File: config.mk
export PLATFORM = sky130hd
export DESIGN_NAME = onewire_temp_sensor_reader_flat
export DESIGN_NICKNAME = d
export VERILOG_FILES = /design/src/rtl/core/owc_pkg.sv /design/src/rtl/core/owc_cmd_if.sv /design/src/rtl/core/owc_res_if.sv /design/src/rtl/core/owc_cfg_if.sv /design/src/rtl/core/owc_cfg_regs.sv /design/src/rtl/core/owc_conv.sv /design/src/rtl/core/owc_seq.sv /design/src/rtl/core/onewire_temp_sensor_reader.sv /design/src/flat_wrapper.sv
export SDC_FILE = /design/constraint.sdc
export NUM_CORES = 1
export LEC_CHECK = 0
export ABC_AREA = 0
export BUFFER_PORTS_ARGS = -buffer_cell sky130_fd_sc_hd__buf_2
export CORE_MARGIN = 1
export CORE_UTILIZATION = 55
export DETAILED_ROUTE_END_ITERATION = 8
export HOLD_SLACK_MARGIN = 0.06
export PLACE_DENSITY = 0.79
export SLEW_MARGIN = 40
export SYNTH_ARGS = -nofsm -noshare
export SYNTH_HDL_FRONTEND = slang
export SYNTH_SLANG_ARGS = --single-unit
File: constraint.sdc
create_clock -name clk -period 6.4 [get_ports clk]
set_input_delay 1.6 -clock clk [delete_from_list [all_inputs] [get_ports clk]]
set_output_delay 1.6 -clock clk [all_outputs]
set_load 0.01 [all_outputs]
File: src/rtl/core/owc_pkg.sv
package owc_pkg;

	// tick counter width
	localparam int CNT_W = 10;
	// widest timing register and the common compare width
	localparam int CFG_W = 10;
	localparam int CMP_W = ((CNT_W > CFG_W) ? CNT_W : CFG_W) + 1;

	// configuration port
	localparam int CFG_IDX_W = 3;
	localparam int CFG_DATA_W = 10;

	localparam logic [CFG_IDX_W-1:0] REG_RESET_LOW    = 3'd0;
	localparam logic [CFG_IDX_W-1:0] REG_PRES_WINDOW  = 3'd1;
	localparam logic [CFG_IDX_W-1:0] REG_RESET_TAIL   = 3'd2;
	localparam logic [CFG_IDX_W-1:0] REG_SLOT_LOW     = 3'd3;
	localparam logic [CFG_IDX_W-1:0] REG_READ_SAMPLE  = 3'd4;
	localparam logic [CFG_IDX_W-1:0] REG_SLOT         = 3'd5;
	localparam logic [CFG_IDX_W-1:0] REG_RECOVERY     = 3'd6;

	// request codes
	localparam logic [1:0] REQ_TICK    = 2'd0;
	localparam logic [1:0] REQ_CONVERT = 2'd1;
	localparam logic [1:0] REQ_READ    = 2'd2;

	// status codes
	localparam logic [1:0] ST_OK       = 2'd0;
	localparam logic [1:0] ST_NO_PRES  = 2'd1;
	localparam logic [1:0] ST_ALL_ONES = 2'd2;

	// bus command bytes
	localparam logic [7:0] ROM_SKIP     = 8'hCC;
	localparam logic [7:0] FN_CONVERT   = 8'h44;
	localparam logic [7:0] FN_READ_PAD  = 8'hBE;

	localparam logic [15:0] RAW_ALL_ONES = 16'hFFFF;
	localparam logic signed [15:0] TEMP_INVALID = 16'sh7FFF;

	// timing register set
	typedef struct packed {
		logic [9:0] reset_low;
		logic [9:0] pres_window;
		logic [9:0] reset_tail;
		logic [3:0] slot_low;
		logic [3:0] read_sample;
		logic [9:0] slot;
		logic [7:0] recovery;
	} owc_cfg_t;

	// one result beat
	typedef struct packed {
		logic              pull;
		logic              busy;
		logic              done;
		logic [1:0]        status;
		logic signed [15:0] temp;
	} owc_res_t;

endpackage

File: src/rtl/core/owc_cmd_if.sv
interface owc_cmd_if;
	logic       valid;
	logic       ready;
	logic [1:0] req_type;
	logic       dq_level;

	modport source (output valid, output req_type, output dq_level, input ready);
	modport sink (input valid, input req_type, input dq_level, output ready);
endinterface

File: src/rtl/core/owc_res_if.sv
interface owc_res_if;
	logic               valid;
	logic               ready;
	logic               dq_pull_low;
	logic               busy_res;
	logic               done_res;
	logic [1:0]         status;
	logic signed [15:0] temp_tenths;

	modport source (output valid, output dq_pull_low, output busy_res, output done_res,
		output status, output temp_tenths, input ready);
	modport sink (input valid, input dq_pull_low, input busy_res, input done_res,
		input status, input temp_tenths, output ready);
endinterface

File: src/rtl/core/owc_cfg_if.sv
interface owc_cfg_if;
	logic       valid;
	logic       ready;
	logic [2:0] index;
	logic [9:0] data;

	modport source (output valid, output index, output data, input ready);
	modport sink (input valid, input index, input data, output ready);
endinterface

File: src/rtl/core/owc_cfg_regs.sv
module owc_cfg_regs (
	input  logic            clk,
	input  logic            arst_n,
	owc_cfg_if.sink         cfg,
	output owc_pkg::owc_cfg_t regs
);
	import owc_pkg::*;

	owc_cfg_t regs_q;

	assign cfg.ready = 1'b1;
	assign regs = regs_q;

	// register writes, spec timing after reset
	always_ff @(posedge clk or negedge arst_n) begin
		if (!arst_n) begin
			regs_q.reset_low   <= 10'd480;
			regs_q.pres_window <= 10'd70;
			regs_q.reset_tail  <= 10'd410;
			regs_q.slot_low    <= 4'd2;
			regs_q.read_sample <= 4'd12;
			regs_q.slot        <= 10'd70;
			regs_q.recovery    <= 8'd2;
		end else if (cfg.valid && cfg.ready) begin
			case (cfg.index)
				REG_RESET_LOW:   regs_q.reset_low   <= cfg.data;
				REG_PRES_WINDOW: regs_q.pres_window <= cfg.data;
				REG_RESET_TAIL:  regs_q.reset_tail  <= cfg.data;
				REG_SLOT_LOW:    regs_q.slot_low    <= cfg.data[3:0];
				REG_READ_SAMPLE: regs_q.read_sample <= cfg.data[3:0];
				REG_SLOT:        regs_q.slot        <= cfg.data;
				REG_RECOVERY:    regs_q.recovery    <= cfg.data[7:0];
				default: ;
			endcase
		end
	end
endmodule

File: src/rtl/core/owc_conv.sv
module owc_conv (
	input  logic [15:0]        raw,
	output logic [1:0]         status,
	output logic signed [15:0] temp
);
	import owc_pkg::*;

	logic signed [19:0] r20;
	logic signed [19:0] t20;
	logic [19:0]        mag;
	logic [19:0]        rnd;
	logic [15:0]        q;

	// raw * 10 / 16, rounded half away from zero; all ones gives the invalid status and temperature
	always_comb begin
		r20 = {{4{raw[15]}}, raw};
		t20 = (r20 <<< 3) + (r20 <<< 1);
		mag = t20[19] ? 20'(-t20) : 20'(t20);
		rnd = mag + 20'd8;
		q = rnd[19:4];
		if (raw == RAW_ALL_ONES) begin
			status = ST_ALL_ONES;
			temp = TEMP_INVALID;
		end else begin
			status = ST_OK;
			temp = t20[19] ? 16'(-q) : q;
		end
	end
endmodule

File: src/rtl/core/owc_seq.sv
module owc_seq (
	input  logic              clk,
	input  logic              arst_n,
	input  logic              step,
	input  logic [1:0]        req_type,
	input  logic              dq_level,
	input  owc_pkg::owc_cfg_t regs,
	output owc_pkg::owc_res_t res
);
	import owc_pkg::*;

	typedef enum logic [3:0] {
		PH_IDLE,
		PH_RST_LOW,
		PH_PRES,
		PH_TAIL,
		PH_SLOT,
		PH_RECOV
	} phase_t;

	localparam logic [CNT_W-1:0] CNT_MAX = {CNT_W{1'b1}};

	phase_t             phase_q, ph, ph_d;
	logic [CNT_W-1:0]   tc_q, tc, tc_d;
	logic [2:0]         bit_q, bt, bit_d, bit_nx;
	logic [1:0]         byte_q, byt, byte_d;
	logic [7:0]         shift_q, shf, shf_d;
	logic [7:0]         low_q, low_d;
	logic               pres_q, pres, pres_d;
	logic               rd_q, rd, rd_d;
	logic signed [15:0] temp_q, temp_d;
	logic [1:0]         status_q, status_d;
	logic               start, reading, fin;
	logic               pull, busy, done;
	logic [1:0]         conv_status;
	logic signed [15:0] conv_temp;

	// last tick of a span of len ticks
	function automatic logic span_end(input logic [CNT_W-1:0] c, input logic [CFG_W-1:0] len);
		logic [CMP_W-1:0] c1;
		begin
			c1 = CMP_W'(c) + CMP_W'(1);
			return (c1 >= CMP_W'(len)) || (c == CNT_MAX);
		end
	endfunction

	owc_conv u_conv (
		.raw    ({shf, low_q}),
		.status (conv_status),
		.temp   (conv_temp)
	);

	// next state for one tick
	always_comb begin
		start = (phase_q == PH_IDLE) && (req_type == REQ_CONVERT || req_type == REQ_READ);
		ph   = start ? PH_RST_LOW : phase_q;
		tc   = start ? '0 : tc_q;
		bt   = start ? '0 : bit_q;
		byt  = start ? '0 : byte_q;
		shf  = start ? '0 : shift_q;
		pres = start ? 1'b0 : pres_q;
		rd   = start ? (req_type == REQ_READ) : rd_q;

		ph_d = ph;
		tc_d = tc;
		bit_d = bt;
		byte_d = byt;
		shf_d = shf;
		pres_d = pres;
		rd_d = rd;
		low_d = low_q;
		temp_d = temp_q;
		status_d = status_q;
		pull = 1'b0;
		busy = 1'b0;
		done = 1'b0;
		fin = 1'b0;
		reading = byt[1];
		bit_nx = bt + 3'd1;

		if (ph != PH_IDLE) begin
			busy = 1'b1;
			case (ph)
				PH_RST_LOW: begin
					pull = 1'b1;
					if (span_end(tc, regs.reset_low)) begin
						ph_d = PH_PRES;
						tc_d = '0;
					end else begin
						tc_d = tc + CNT_W'(1);
					end
				end
				PH_PRES: begin
					if (!dq_level) pres_d = 1'b1;
					if (span_end(tc, regs.pres_window)) begin
						ph_d = PH_TAIL;
						tc_d = '0;
					end else begin
						tc_d = tc + CNT_W'(1);
					end
				end
				PH_TAIL: begin
					if (!span_end(tc, regs.reset_tail)) begin
						tc_d = tc + CNT_W'(1);
					end else if (pres) begin
						shf_d = ROM_SKIP;
						byte_d = '0;
						bit_d = '0;
						ph_d = PH_SLOT;
						tc_d = '0;
					end else begin
						if (rd) begin
							status_d = ST_NO_PRES;
							temp_d = TEMP_INVALID;
						end
						fin = 1'b1;
					end
				end
				PH_SLOT: begin
					if (CMP_W'(tc) < CMP_W'(regs.slot_low)) pull = 1'b1;
					else if (!reading && !shf[0]) pull = 1'b1;
					if (reading && CMP_W'(tc) == CMP_W'(regs.read_sample))
						shf_d = shf | (8'(dq_level) << bt);
					if (span_end(tc, regs.slot)) begin
						ph_d = PH_RECOV;
						tc_d = '0;
					end else begin
						tc_d = tc + CNT_W'(1);
					end
				end
				PH_RECOV: begin
					if (!span_end(tc, CFG_W'(regs.recovery))) begin
						tc_d = tc + CNT_W'(1);
					end else begin
						if (!reading) shf_d = shf >> 1;
						bit_d = bit_nx;
						tc_d = '0;
						if (bit_nx != 3'd0) begin
							ph_d = PH_SLOT;
						end else begin
							case (byt)
								2'd0: begin
									shf_d = rd ? FN_READ_PAD : FN_CONVERT;
									byte_d = 2'd1;
									ph_d = PH_SLOT;
								end
								2'd1: begin
									if (!rd) begin
										fin = 1'b1;
									end else begin
										shf_d = '0;
										byte_d = 2'd2;
										ph_d = PH_SLOT;
									end
								end
								2'd2: begin
									low_d = shf;
									shf_d = '0;
									byte_d = 2'd3;
									ph_d = PH_SLOT;
								end
								default: begin
									status_d = conv_status;
									temp_d = conv_temp;
									fin = 1'b1;
								end
							endcase
						end
					end
				end
				default: ;
			endcase
			if (fin) begin
				ph_d = PH_IDLE;
				tc_d = '0;
				busy = 1'b0;
				done = 1'b1;
			end
		end

		res.pull = pull;
		res.busy = busy;
		res.done = done;
		res.status = status_d;
		res.temp = temp_d;
	end

	// sequencer state, advanced once per accepted beat
	always_ff @(posedge clk or negedge arst_n) begin
		if (!arst_n) begin
			phase_q <= PH_IDLE;
			tc_q <= '0;
			bit_q <= '0;
			byte_q <= '0;
			shift_q <= '0;
			low_q <= '0;
			pres_q <= 1'b0;
			rd_q <= 1'b0;
			temp_q <= TEMP_INVALID;
			status_q <= ST_NO_PRES;
		end else if (step) begin
			phase_q <= ph_d;
			tc_q <= tc_d;
			bit_q <= bit_d;
			byte_q <= byte_d;
			shift_q <= shf_d;
			low_q <= low_d;
			pres_q <= pres_d;
			rd_q <= rd_d;
			temp_q <= temp_d;
			status_q <= status_d;
		end
	end

	// a completed sequence lands in idle
	a_done_idle: assert property (@(posedge clk) disable iff (!arst_n)
		step && res.done |=> phase_q == PH_IDLE)
		else $error("done without return to idle");

	// idle keeps the counters cleared
	a_idle_clear: assert property (@(posedge clk) disable iff (!arst_n)
		phase_q == PH_IDLE |-> tc_q == '0 && bit_q == '0)
		else $error("counters not cleared in idle");

	// read bytes only happen for a read command
	a_read_bytes: assert property (@(posedge clk) disable iff (!arst_n)
		byte_q[1] |-> rd_q)
		else $error("read byte phase on convert command");

	// bus is never driven outside a sequence
	a_pull_busy: assert property (@(posedge clk) disable iff (!arst_n)
		step && res.pull |-> res.busy)
		else $error("bus pulled low while not busy");
endmodule

File: src/rtl/core/onewire_temp_sensor_reader.sv
// channel | dir | handshake      | payload
// cmd     | in  | valid/ready    | req_type, dq_level
// res     | out | valid/ready    | dq_pull_low, busy_res, done_res, status, temp_tenths
// cfg     | in  | valid/ready    | index, data (timing registers 0..6)
//
// each cmd beat is one bus tick and yields one registered res beat in the following cycle
// one beat per cycle sustained while res.ready is high; the sequencer step is a single register stage
// cmd.ready is low only while a result is held and res.ready is low
// reset loads spec timing, idle phase, status no-presence and the invalid temperature
// cfg.ready is always high; writes take effect on the next cmd beat
module onewire_temp_sensor_reader (
	input  logic     clk,
	input  logic     arst_n,
	owc_cmd_if.sink  cmd,
	owc_res_if.source res,
	owc_cfg_if.sink  cfg
);
	import owc_pkg::*;

	owc_cfg_t regs;
	owc_res_t step_res;
	owc_res_t res_q;
	logic     res_valid_q;
	logic     step;

	// accept while the result register is free or draining
	assign cmd.ready = !res_valid_q || res.ready;
	assign step = cmd.valid && cmd.ready;

	owc_cfg_regs u_cfg (
		.clk    (clk),
		.arst_n (arst_n),
		.cfg    (cfg),
		.regs   (regs)
	);

	owc_seq u_seq (
		.clk      (clk),
		.arst_n   (arst_n),
		.step     (step),
		.req_type (cmd.req_type),
		.dq_level (cmd.dq_level),
		.regs     (regs),
		.res      (step_res)
	);

	// result valid
	always_ff @(posedge clk or negedge arst_n) begin
		if (!arst_n) begin
			res_valid_q <= 1'b0;
		end else if (step) begin
			res_valid_q <= 1'b1;
		end else if (res.ready) begin
			res_valid_q <= 1'b0;
		end
	end

	// result payload
	always_ff @(posedge clk) begin
		if (step) begin
			res_q <= step_res;
		end
	end

	assign res.valid = res_valid_q;
	assign res.dq_pull_low = res_q.pull;
	assign res.busy_res = res_q.busy;
	assign res.done_res = res_q.done;
	assign res.status = res_q.status;
	assign res.temp_tenths = res_q.temp;
endmodule
File: src/flat_wrapper.sv
// flat-port wrapper written by rule: the top's interface ports become plain ports
module onewire_temp_sensor_reader_flat import owc_pkg::*;
  (clk, arst_n, cmd_valid, cmd_req_type, cmd_dq_level, cmd_ready, res_valid, res_dq_pull_low, res_busy_res, res_done_res, res_status, res_temp_tenths, res_ready, cfg_valid, cfg_index, cfg_data, cfg_ready);
  owc_cmd_if cmd_i ();
  owc_res_if res_i ();
  owc_cfg_if cfg_i ();
  input  logic clk;
  input  logic arst_n;
  input wire logic [$bits(cmd_i.valid)-1:0] cmd_valid;
  input wire logic [$bits(cmd_i.req_type)-1:0] cmd_req_type;
  input wire logic [$bits(cmd_i.dq_level)-1:0] cmd_dq_level;
  output wire logic [$bits(cmd_i.ready)-1:0] cmd_ready;
  output wire logic [$bits(res_i.valid)-1:0] res_valid;
  output wire logic [$bits(res_i.dq_pull_low)-1:0] res_dq_pull_low;
  output wire logic [$bits(res_i.busy_res)-1:0] res_busy_res;
  output wire logic [$bits(res_i.done_res)-1:0] res_done_res;
  output wire logic [$bits(res_i.status)-1:0] res_status;
  output wire logic [$bits(res_i.temp_tenths)-1:0] res_temp_tenths;
  input wire logic [$bits(res_i.ready)-1:0] res_ready;
  input wire logic [$bits(cfg_i.valid)-1:0] cfg_valid;
  input wire logic [$bits(cfg_i.index)-1:0] cfg_index;
  input wire logic [$bits(cfg_i.data)-1:0] cfg_data;
  output wire logic [$bits(cfg_i.ready)-1:0] cfg_ready;
  assign cmd_i.valid = cmd_valid;
  assign cmd_i.req_type = cmd_req_type;
  assign cmd_i.dq_level = cmd_dq_level;
  assign cmd_ready = cmd_i.ready;
  assign res_valid = res_i.valid;
  assign res_dq_pull_low = res_i.dq_pull_low;
  assign res_busy_res = res_i.busy_res;
  assign res_done_res = res_i.done_res;
  assign res_status = res_i.status;
  assign res_temp_tenths = res_i.temp_tenths;
  assign res_i.ready = res_ready;
  assign cfg_i.valid = cfg_valid;
  assign cfg_i.index = cfg_index;
  assign cfg_i.data = cfg_data;
  assign cfg_ready = cfg_i.ready;
  onewire_temp_sensor_reader u_core (.clk(clk), .arst_n(arst_n), .cmd(cmd_i), .res(res_i), .cfg(cfg_i));
endmodule
==> out/results.tsv, run 1 <==
stage	metric	value	unit
cts	cts.path.max_buffers	2	
drt	drc	0	
global_route	grt_use_met2	50.2	%
synth	synth_ff_type	dfrtp_1	
die	core_area	0.0182	mm²
drt	vias_per_cell	6.34	
timing	finalSetupViolCount	0	
worst_setup_path	critPathMaxFanout	8	
global_route	busiest_layer	met2	
min_path	hold_path.class	reg2reg	
layout	area_delta_synth_final	9.99	%
drt	wirelength	27.5	mm
power_and_ir_drop	leakagePower	5.15	nW
synth	avgSynthCellArea	8.50	µm²
flow_run	cap_violations	0	
cts	clkLatencyLatePin	0.43	ns
cts	cts_resized	0	
synth	seq_area_frac_synth	33.5	%
synth	synthCells	1219	
power_and_ir_drop	seqPwrFrac	31.9	%
cts	clkTransAtPathRegs	0.06	ns
synth	synth_edf_count	21	
cts	cts_setup_buffers	0	
synth	yosysWarnings	0	
timing	hold_viol	0	
cts	clock-sinks	133	
synth	ys_ff_latch	133	
layout	drive_above_1_share	16.7	%
worst_setup_path	crit_top_cell	a21o_1	
layout	nNetsFinal	1327	
worst_setup_path	cp_slowest_cell	xnor2_1	
power_and_ir_drop	clkPwrFrac	26.8	%
cts	cts-hold-fix-buffers	0	
global_route	grt_use_met3	4.68	%
layout	diodes	0	
worst_setup_path	worstPathRequired	6.76	ns
die	die_h	139	µm
global_route	grt_max_degree	81	
synth	async_flop_share	84.2	%
drt	drtIter0Drc	850	
timing	tightest_slew	0.827	ns
worst_setup_path	critPathBufInv	3	
worst_setup_path	path_delay_family	compound AO/OA/AOI/OAI gates	
timing	rsz0062_at_grt	no	
placed_design	place.gp.congestion	0.964	
timing	min_period	5.91	ns
drt	ant_nets	0	
worst_setup_path	cp.arrival	6.27	ns
worst_setup_path	setup.worst_path.class	in2reg	
layout	final_cell_area	0.0114	mm²
global_route	grt_use_total	29.0	%
die	design.die.area	0.0194	mm²
timing	tns	0	ns
cts	ctsRootBufferMaster	clkbuf_16	
layout	instances_no_fill	1480	
global_route	met1_usage	36.1	%
layout	fillerInstances	1544	
synth	ys_types	91	
timing	maxSlewViolCount	0	
worst_setup_path	start_kind	input pin	
timing	fmax	169	MHz
power_and_ir_drop	peakVddDrop	0.216	mV
worst_setup_path	critical_path.max_stage_delay	0.45	ns
global_route	grt_overflow_total	0	
power_and_ir_drop	p_sw_share	38.5	%
cts	cts_tree	built	
cts	h-tree-depth	4	
die	dieWidth	139	µm
timing	layout_setup_ws	0.494	ns
placed_design	dpl.hpwl	20.0	mm
drt	vias	9376	
global_route	antenna_found_initial	1	
die	initial_core_util	56.9	%
worst_setup_path	path_cells	buf_2, inv_1, ha_1, inv_1, nand2_1, and2_1, ha_1, xnor2_1, ha_1, a21o_1, a21o_1, a21o_1, a21o_1, a21o_1, a211oi_1, nor2_1, nand3_1, o21ai_0, nor2_1, a21o_1, a22o_1	
drt	avgRoutedWirePerCell	18.6	µm
worst_setup_path	critPathCaptureType	flip-flop	
die	rows	49	
placed_design	placed_area	0.0108	mm²
global_route	grt_first_pass_wirelength	44.8	mm
die	ioPinCount	45	
placed_design	pre_cts_slack	0.220	ns
power_and_ir_drop	pwr-share-comb	41.3	%
power_and_ir_drop	p_int	2.18	mW
power_and_ir_drop	p_per_area	311	mW/mm²
timing	relSlewSlack	44.3	%
power_and_ir_drop	power	3.55	mW
placed_design	io_buffers	43	
power_and_ir_drop	p_switching	1.37	mW
timing	post-route-period-util	92.3	%
synth	synth.cell_area	0.0104	mm²
timing	finClkSkew	0.00905	ns
run_status	status	finished, final reports clean	
synth	synthesis.nets	1308	
cts	numCtsBuffers	17	
placed_design	dp_cells	1448	
drt	drt_first_pass_iters	6	
global_route	first_global_vias	8823	
[synth_stat cells (19+ instances only)]
cell	n	area share, %
edfxtp_1	21	6.1
inv_1	79	2.9
nor3_1	25	1.2
o21ai_0	104	5.0
mux2_2	40	4.3
clkbuf_1	49	1.8
xnor2_1	35	3.0
dfstp_2	35	8.9
nand3_1	32	1.5
a21o_1	51	3.7
nand2_1	128	4.6
xor2_1	19	1.6
dfrtp_1	77	19
nor2_1	95	3.4
a21oi_1	55	2.7
a31oi_1	25	1.5
ha_1	67	8.1
[final timing paths]
kind                                               from                       to  slack [ns]  cells past startpoint
worst max-delay path                    cmd_req_type[0]  u_core.u_seq.phase_q[1]        0.49                     21
worst min-delay path            u_core.u_seq.temp_q[12]  u_core.u_seq.temp_q[12]        0.48                      2
worst max register to register  u_core.u_seq.phase_q[0]  u_core.u_seq.phase_q[1]        0.69                     18
worst min register to register  u_core.u_seq.temp_q[12]  u_core.u_seq.temp_q[12]        0.48                      2
max in group asynchronous                        arst_n    u_core.u_cfg.regs[21]        4.31                      2
min in group asynchronous                        arst_n    u_core.u_cfg.regs[48]        1.20                      1
[cells by family after synthesis]
family                     count (synthesis)  share of synthesized area [%]
and+or+nand+nor                          389                           18.2
AOI/OAI and AO/OA                        376                           24.2
buffers and inverters                    148                           5.59
DFF                                      133                           33.5
adders and majority gates                 70                           8.47
xor gates and xnor gates                  57                           5.14
muxes                                     45                           4.83
other                                      1                         0.0362
[layout make-up]
type,instances,area [µm²],area share (%)
repair buffers,68,412,3.61
multi-input cells,938,6350,55.7
clock inverters,10,97.6,0.856
well taps,229,287,2.51
flip-flops and latches,133,3480,30.5
inverters,80,300,2.63
clock buffers,22,475,4.17
[layout by cell type, fill, tap and decap left out, types with 21 or more instances in the layout]
cell	synthesis	routed
edfxtp_1	21	21
dfstp_2	35	35
nand3_1	32	32
a21oi_1	55	55
xnor2_1	35	35
o21ai_0	104	104
nor3_1	25	24
mux2_2	40	40
nor2_1	95	94
dfrtp_1	77	77
a31oi_1	25	25
nand2_1	128	128
a21o_1	51	51
ha_1	67	67
inv_1	79	79
buf_4	2	25
buf_2	13	42
[routing by layer]
metal  share of wire [%]  vias to the layer above
li1                    -                     4453
met1                  42                     4516
met2                  50                      332
met3                 5.4                       75
met4                 3.0                        0
met5                   0                        -
[power by group through the flow]
stage / clock network [mW] / registers (mW) / logic, mW
after floorplan: 0 / 1.09 / 1.10
after global placement: 0 / 1.14 / 1.38
after detailed placement: 0 / 1.14 / 1.41
after CTS: 0.958 / 1.13 / 1.44
after global routing: 0.994 / 1.15 / 1.60
final: 0.949 / 1.13 / 1.46
[worst min-delay path, stage by stage (launching register included)]
cell and delay (ns):
dfstp_2 0.37, o21ai_0 0.06, nand2_1 0.05
[registers in the layout (all words and copies together) (netlist names)]
name	flops
u_core.res.busy_res	1
u_core.res.done_res	1
u_core.res.dq_pull_low	1
u_core.res.status	2
u_core.res.temp_tenths	16
u_core.res.valid	1
u_core.u_cfg.regs	56
u_core.u_seq.bit_q	3
u_core.u_seq.byte_q	2
u_core.u_seq.low_q	8
u_core.u_seq.phase_q	4
u_core.u_seq.pres_q	1
u_core.u_seq.rd_q	1
u_core.u_seq.shift_q	8
u_core.u_seq.status_q	2
u_core.u_seq.tc_q	10
u_core.u_seq.temp_q	16
[metrics by stage]
stage	hold WS, ns	util, %
2_1_floorplan	0.449	-
4_1_cts	0.480	62.6
3_3_place_gp	0.469	59.3
5_1_grt	0.503	62.6
3_5_place_dp	0.473	59.4
6_report	0.481	62.6
Power figures use the tool's default switching activity.
==> inputs of run 2 (changes only) <==
--- a/config.mk
+++ b/config.mk
@@ -7,7 +7,7 @@
 export LEC_CHECK = 0
 export ABC_AREA = 0
 export BUFFER_PORTS_ARGS = -buffer_cell sky130_fd_sc_hd__buf_2
-export CORE_MARGIN = 1
+export CORE_MARGIN = 2
 export CORE_UTILIZATION = 55
 export DETAILED_ROUTE_END_ITERATION = 8
 export HOLD_SLACK_MARGIN = 0.06
==> constraint.sdc (replaced) <==
create_clock -name clk -period 6.4 [get_ports clk]
set_input_delay 0.96 -clock clk [delete_from_list [all_inputs] [get_ports clk]]
set_output_delay 0.96 -clock clk [all_outputs]
set_load 0.01 [all_outputs]
==> run 2 against run 1 <==
Net effect:
- cell count unchanged
- total power grew 2.3%
- core utilization is 1.2 points lower
- clock skew increased by 0.0030 ns
- via count down 0.16%
- critical endpoint is now u_core.res.temp_tenths[13]
- worst hold slack about the same
- global-route usage down 0.34 points
- largest power group unchanged
==> out/results.tsv, run 2 (synthesized netlist as in run 1, its figures left out) <==
stage	metric	value	unit	change
run_status	status	finished, final reports clean		
min_path	hold_depth	2		unchanged
worst_setup_path	rr_startpoint	u_core.u_seq.phase_q[1]		
drt	wirelength	28.1	mm	+2.1%
worst_setup_path	cp.arrival	5.59	ns	-0.68 ns
layout	final_cell_area	0.0114	mm²	+0.12%
worst_setup_path	start_kind	flip-flop		
worst_setup_path	path_cells	or4_1, o21ai_2, inv_1, ha_1, o21ai_0, o31ai_1, a31oi_1, xnor2_1, nor2_1, a31oi_1, xnor2_1, xnor2_1, nor4_2, nor2_1, xnor2_1, o21a_1, a221o_1		
drt	avgRoutedWirePerCell	19.0	µm	+2.1%
timing	hold_slack	0.481	ns	-0.000282 ns
placed_design	dpl.hpwl	20.3	mm	+1.5%
timing	rsz0062_at_grt	no		
layout	drive_above_1_share	16.7	%	about the same
global_route	grt_use_met3	4.08	%	-0.60 points
worst_setup_path	r2r-end	u_core.res.temp_tenths[13]		
global_route	grt_first_pass_wirelength	45.7	mm	+2.0%
layout	final_cell_mix	nand2_1, o21ai_0, nor2_1		
worst_setup_path	cp_slowest_cell	or4_1		
die	design.die.area	0.0200	mm²	+2.9%
power_and_ir_drop	p_sw_share	38.5	%	about the same
cts	cts_resized	0		unchanged
min_path	hold_path.class	reg2reg		
min_path	hold_start	u_core.u_seq.bit_q[0]		
power_and_ir_drop	p_per_area	318	mW/mm²	+2.2%
power_and_ir_drop	leakagePower	5.13	nW	-0.23%
drt	vias	9361		-0.16%
cts	clkTransAtPathRegs	0.06	ns	about the same
cts	clkLatencyLatePin	0.43	ns	about the same
drt	drt_first_pass_iters	5		-1
flow_run	cap_violations	0		unchanged
placed_design	place.gp.congestion	1.02		+6.0%
global_route	first_global_vias	8845		+0.25%
cts	cts_setup_buffers	0		unchanged
timing	finalSetupViolCount	0		unchanged
power_and_ir_drop	peakVddDrop	0.232	mV	+7.4%
worst_setup_path	worstPathRequired	6.57	ns	-0.19 ns
power_and_ir_drop	pwr-share-comb	40.0	%	-1.3 points
placed_design	placed_area	0.0108	mm²	-0.29%
global_route	grt_use_met2	48.7	%	-1.6 points
die	initial_core_util	55.8	%	-1.1 points
timing	hold_viol	0		unchanged
timing	relSlewSlack	46.8	%	+2.5 points
worst_setup_path	r2r_slack	0.98	ns	+0.29 ns
drt	ant_nets	0		unchanged
power_and_ir_drop	clkPwrFrac	28.8	%	+2.0 points
die	dieWidth	141	µm	+1.4%
power_and_ir_drop	p_int	2.23	mW	+2.3%
global_route	grt_max_degree	67		-17%
power_and_ir_drop	seqPwrFrac	31.2	%	-0.7 points
layout	nNetsFinal	1322		-0.38%
power_and_ir_drop	p_switching	1.40	mW	+2.3%
drt	drc	0		unchanged
worst_setup_path	critPathCaptureType	flip-flop		
worst_setup_path	setup.worst_path.class	reg2reg		
cts	numCtsBuffers	17		unchanged
die	ioPinCount	45		unchanged
cts	h-tree-depth	4		unchanged
placed_design	io_buffers	43		unchanged
timing	fmax	184	MHz	+8.9%
timing	finClkSkew	0.0120	ns	+0.00295 ns
drt	vias_per_cell	6.33		-0.16%
layout	area_delta_synth_final	10.1	%	
timing	post-route-period-util	84.7	%	-7.5 points
cts	ctsRootBufferMaster	clkbuf_16		
layout	layout_commonest_cell	nand2_1		
global_route	grt_use_total	28.6	%	-0.34 points
global_route	grt_overflow_total	0		unchanged
timing	maxSlewViolCount	0		unchanged
die	rows	50		+2.0%
layout	diodes	0		unchanged
die	die_h	141	µm	+1.4%
cts	cts.path.max_buffers	2		unchanged
timing	min_period	5.42	ns	-0.483 ns
worst_setup_path	crit_top_cell	xnor2_1		
worst_setup_path	rr_worst_depth	17		-1
global_route	busiest_layer	met2		
cts	clock-sinks	133		unchanged
die	core_area	0.0186	mm²	+2.0%
worst_setup_path	critical_path.max_stage_delay	0.79	ns	+0.34 ns
drt	drtIter0Drc	873		+2.7%
min_path	hold_end	u_core.u_seq.bit_q[0]		
global_route	met1_usage	36.4	%	+0.32 points
cts	cts_tree	built		
worst_setup_path	critPathMaxFanout	12		+4
timing	tightest_slew	0.799	ns	-0.0289 ns
layout	largest_reg_flops	56		unchanged
placed_design	pre_cts_slack	0.674	ns	+0.454 ns
cts	cts-hold-fix-buffers	0		unchanged
timing	tns	0	ns	unchanged
timing	layout_setup_ws	0.976	ns	+0.483 ns
global_route	antenna_found_initial	0		-1
==> run 2: cell types whose count changed in the layout (fill, tap and decap cells not counted), sizes merged <==
cell	previous run	this run
clkinvlp	1	2
clkbuf	23	19
inv	82	85
clkinv	6	3
buf	67	63
bufinv	1	3
==> run 2: per-layer routing <==
layer / vias up / part of all wire, %
met5: - / 0
li1: 4424 / -
met1: 4482 / 42
met2: 366 / 49
met3: 89 / 5.4
met4: 0 / 4.1
==> run 2: worst max path at each step <==
stage	startpoint	end	slack, ns	depth (start not counted)
global route	cmd_req_type[0]	u_core.u_seq.temp_q[2]	0.60	21
finish	u_core.u_seq.phase_q[1]	u_core.res.temp_tenths[13]	0.98	17
CTS	cmd_req_type[0]	u_core.res.temp_tenths[13]	1.03	20
floorplan	cmd_req_type[0]	u_core.u_seq.tc_q[5]	0.58	24
detailed placement	cmd_req_type[0]	u_core.res.temp_tenths[13]	0.67	20
global placement	cmd_req_type[0]	u_core.u_seq.tc_q[6]	0.85	21
==> run 2: final cells by class <==
cell class / count / area (µm²)
Clock buffer: 19 / 443
Clock inverter: 13 / 169
Fill cell: 1560 / 7160
Inverter: 80 / 300
Multi-Input combinational cell: 938 / 6360
Sequential cell: 133 / 3480
Tap cell: 234 / 293
Timing Repair Buffer: 63 / 372
==> run 2: stage by stage <==
stage | utilization, % | total power, mW | cells
6_report | 61.4 | 3.63 | 1480
5_1_grt | 61.4 | 3.84 | 1480
4_1_cts | 61.4 | 3.62 | 1480
3_5_place_dp | 58.1 | 2.56 | 1448
3_3_place_gp | 57.9 | 2.52 | 1448
2_1_floorplan | - | 2.19 | 1219
==> run 2: worst max-delay path: cells and delay by family, from the launching register on <==
| kind | cells | cell delay [ns] |
|---|---|---|
| buffers and inverters | 1 | 0.13 |
| xor gates and xnor gates | 4 | 0.91 |
| adders and majority gates | 1 | 0.50 |
| and+or+nand+nor | 4 | 1.39 |
| AOI/OAI and AO/OA | 7 | 1.70 |
| DFF | 1 | 0.52 |
==> run 2: power by group through the flow <==
| stage | Combinational, mW | Clock, mW | Sequential, mW |
|---|---|---|---|
| final | 1.45 | 1.04 | 1.13 |
| after detailed placement | 1.41 | 0 | 1.14 |
| after global placement | 1.38 | 0 | 1.14 |
| after floorplan | 1.10 | 0 | 1.09 |
| after global routing | 1.60 | 1.08 | 1.15 |
| after CTS | 1.44 | 1.05 | 1.13 |
==> inputs of run 3 (changes only) <==
--- a/config.mk
+++ b/config.mk
@@ -5,13 +5,13 @@
 export SDC_FILE = /design/constraint.sdc
 export NUM_CORES = 1
 export LEC_CHECK = 0
-export ABC_AREA = 0
+export ABC_AREA = 1
 export BUFFER_PORTS_ARGS = -buffer_cell sky130_fd_sc_hd__buf_2
 export CORE_MARGIN = 2
 export CORE_UTILIZATION = 55
 export DETAILED_ROUTE_END_ITERATION = 8
 export HOLD_SLACK_MARGIN = 0.06
-export PLACE_DENSITY = 0.79
+export PLACE_DENSITY = 0.82
 export SLEW_MARGIN = 40
 export SYNTH_ARGS = -nofsm -noshare
 export SYNTH_HDL_FRONTEND = slang
==> constraint.sdc (replaced) <==
create_clock -name clk -period 4.6 [get_ports clk]
set_input_delay 0.69 -clock clk [delete_from_list [all_inputs] [get_ports clk]]
set_output_delay 0.69 -clock clk [all_outputs]
set_load 0.01 [all_outputs]
==> run 3 against run 2 <==
Net effect:
- sequential power rose by 63%
- worst hold slack worse by 0.17 ns
- synthesized cell count increased by 17%
- routed wire length shrank 1.1%
- critical path type is now in2reg
- via count is 7.1% higher
- synthesized area fell by 2.6%
- cell count is 20% higher
- critical endpoint is now u_core.u_seq.tc_q[1]
- cell area grew 2.0%
- clock skew is 0.00083 ns lower
- setup slack worse by 0.73 ns
- combinational power increased to 3.1 times the previous value
==> out/results.tsv, run 3 <==
stage	metric	value	unit	change
layout	final_cell_mix	nand2_1, inv_1, o21ai_0		
global_route	grt_first_pass_wirelength	45.9	mm	+0.24%
timing	fmax	230	MHz	
cts	numCtsBuffers	17		unchanged
cts	clkTransAtPathRegs	0.06	ns	about the same
global_route	grt_max_degree	87		+30%
power_and_ir_drop	clkPwrFrac	17.0	%	-12 points
synth	async_flop_share	84.2	%	unchanged
synth	netlist.area_leader.share	19.1	%	+0.50 points
power_and_ir_drop	p_int	3.97	mW	+78%
worst_setup_path	critPathCaptureType	flip-flop		
layout	final_cell_area	0.0116	mm²	+2.0%
timing	min_period	4.35	ns	
layout	area_delta_synth_final	15.4	%	
worst_setup_path	r2r-end	u_core.u_seq.tc_q[1]		
cts	h-tree-depth	4		unchanged
synth	synth_most_common_cell	nand2_1		
worst_setup_path	critPathMaxFanout	5		-7
layout	finish.utilization	64.8	%	+3.4 points
power_and_ir_drop	pwr-share-comb	58.8	%	+19 points
drt	drt_first_pass_iters	5		unchanged
timing	tightest_slew	0.808	ns	+0.00905 ns
worst_setup_path	worstPathRequired	4.93	ns	-1.64 ns
worst_setup_path	start_kind	input pin		
power_and_ir_drop	p_switching	3.65	mW	+160%
layout	nNetsFinal	1617		+22%
die	ioPinCount	45		unchanged
synth	yosysWarnings	0		unchanged
cts	cts_tree	built		
drt	vias_per_cell	5.67		-10%
synth	synth.cell_area	0.0101	mm²	-2.6%
synth	synthTopCellsByCount	nand2_1, inv_1, o21ai_0		
min_path	hold_path.class	in2async		
global_route	antenna_found_initial	0		unchanged
die	initial_core_util	56.2	%	+0.41 points
worst_setup_path	crit_top_cell	nand2_1		
global_route	first_global_vias	9690		+9.6%
layout	multi_input_area	0.00567	mm²	-11%
synth	synth_edf_count	21		unchanged
synth	synth_top_area_cell	dfrtp_1		
synth	seq_area_frac_synth	34.4	%	+0.90 points
worst_setup_path	rr_worst_depth	31		+14
drt	ant_nets	0		unchanged
global_route	grt_overflow_total	0		unchanged
timing	post-route-period-util	94.7	%	
worst_setup_path	cp.arrival	4.68	ns	-0.91 ns
timing	finalSetupViolCount	0		unchanged
die	core_area	0.0180	mm²	-3.3%
placed_design	dp_cells	1736		+20%
cts	cts.path.max_buffers	2		unchanged
die	dieWidth	139	µm	-1.3%
synth	synth_area_leaders	dfrtp_1, nand2_1, dfstp_2		
flow_run	cap_violations	0		unchanged
layout	layout_commonest_cell	nand2_1		
power_and_ir_drop	p_per_area	654	mW/mm²	+110%
cts	clock-sinks	133		unchanged
placed_design	place.gp.congestion	0.956		-6.4%
layout	regArea	0.00348	mm²	unchanged
cts	ctsRootBufferMaster	clkbuf_16		
timing	maxSlewViolCount	0		unchanged
worst_setup_path	rr_startpoint	u_core.u_seq.phase_q[3]		
timing	relSlewSlack	46.0	%	-0.80 points
layout	instances_no_fill	1770		+20%
cts	clkLatencyLatePin	0.43	ns	about the same
run_status	status	finished, final reports clean		
placed_design	placed_area	0.0110	mm²	+1.7%
synth	synthCells	1431		+17%
layout	diodes	0		unchanged
drt	avgRoutedWirePerCell	15.7	µm	-17%
worst_setup_path	critical_path.max_stage_delay	0.32	ns	-0.47 ns
worst_setup_path	cp_slowest_cell	o32ai_1		
power_and_ir_drop	leakagePower	5.87	nW	+14%
layout	drive_above_1_share	16.5	%	-0.21 points
timing	finClkSkew	0.0112	ns	-0.000825 ns
synth	synth_ff_type	dfrtp_1		
placed_design	pre_cts_slack	-0.127	ns	-0.802 ns
drt	drc	0		unchanged
placed_design	io_buffers	43		unchanged
power_and_ir_drop	peakVddDrop	0.536	mV	+130%
die	rows	49		-2.0%
power_and_ir_drop	seqPwrFrac	24.1	%	-7.1 points
drt	drtIter0Drc	870		-0.34%
global_route	grt_use_total	28.6	%	about the same
timing	hold_viol	0		unchanged
worst_setup_path	r2r_slack	0.40	ns	-0.58 ns
synth	avgSynthCellArea	7.06	µm²	-17%
layout	largest_reg_flops	56		unchanged
synth	ys_types	56		-38%
layout	fillerInstances	1519		-2.6%
timing	layout_setup_ws	0.245	ns	-0.731 ns
power_and_ir_drop	p_sw_share	47.9	%	+9.4 points
worst_setup_path	setup.worst_path.class	in2reg		
drt	wirelength	27.7	mm	-1.1%
placed_design	dpl.hpwl	20.4	mm	+0.69%
cts	cts-hold-fix-buffers	0		unchanged
drt	vias	10000		+7.1%
die	design.die.area	0.0195	mm²	-2.5%
synth	synthesis.nets	1520		+16%
synth	ys_ff_latch	133		unchanged
die	die_h	139	µm	-1.3%
run 3: stage by stage:
step	total power [mW]	hold slack (ns)	setup TNS (ns)
after global routing	8.22	0.356	-0.185
after global placement	6.00	0.446	-0.0166
after detailed placement	6.12	0.449	-1.53
after CTS	7.47	0.348	0
final	7.62	0.310	0
after floorplan	4.77	0.394	0
run 3: per-layer routing:
metal  wire length (µm)  vias up  part of all wire, %  GRT usage, %
li1                   -     4953                    -             -
met1              11500     4638                   42          35.3
met2              13800      359                   50          50.3
met3               1470       78                  5.3          4.40
met4                898        0                  3.2          11.6
met5                  0        -                    0             0
run 3: area by class of cell:
type	count	share of cell area (%)
Multi-Input combinational cell	1025	48.7
Sequential cell	133	29.8
Inverter	240	7.73
Timing Repair Buffer	111	6.41
Clock buffer	21	4.05
Tap cell	229	2.46
Clock inverter	11	0.795
run 3: worst max-delay path, delay by kind of cell:
kind	cells	cell delay [ns]
adders and majority gates	3	0.79
AOI/OAI and AO/OA	7	1.16
buffers and inverters	7	0.42
and+or+nand+nor	17	1.62
run 3: logic make-up (layout without fill, tap and decap cells):
logic type	Yosys count	in the layout	share of synthesized area [%]
buffers and inverters	274	383	10.4
adders and majority gates	68	68	8.50
DFF	133	133	34.4
other	1	1	0.0371
xor gates and xnor gates	19	19	1.65
AOI/OAI and AO/OA	299	299	17.6
and+or+nand+nor	637	638	27.3
run 3: what timing repair did:
item / in CTS / in global routing
resized for setup: 0 / 25
endpoints found under the setup margin: 0 / 24
hold endpoints to repair: 0 / 0
setup buffers: 0 / 1
run 3: worst max path at each step:
stage / from / to / slack [ns]
after floorplan: cmd_req_type[0] / u_core.u_seq.tc_q[2] / 0.01
after global placement: cmd_req_type[0] / u_core.u_seq.tc_q[3] / -0.009
after detailed placement: cmd_req_type[0] / u_core.u_seq.tc_q[1] / -0.13
after CTS: u_core.u_seq.low_q[0] / u_core.res.temp_tenths[14] / 0.21
after global routing: u_core.u_seq.low_q[0] / u_core.res.temp_tenths[14] / -0.06
final: cmd_req_type[0] / u_core.u_seq.tc_q[1] / 0.25
run 3: power by group through the flow:
stage	Sequential (mW)	Combinational (mW)	Clock [mW]
2_1_floorplan	1.81	2.96	0
3_3_place_gp	1.83	4.17	0
3_5_place_dp	1.84	4.28	0
4_1_cts	1.83	4.33	1.31
5_1_grt	1.87	4.99	1.36
6_report	1.84	4.48	1.30
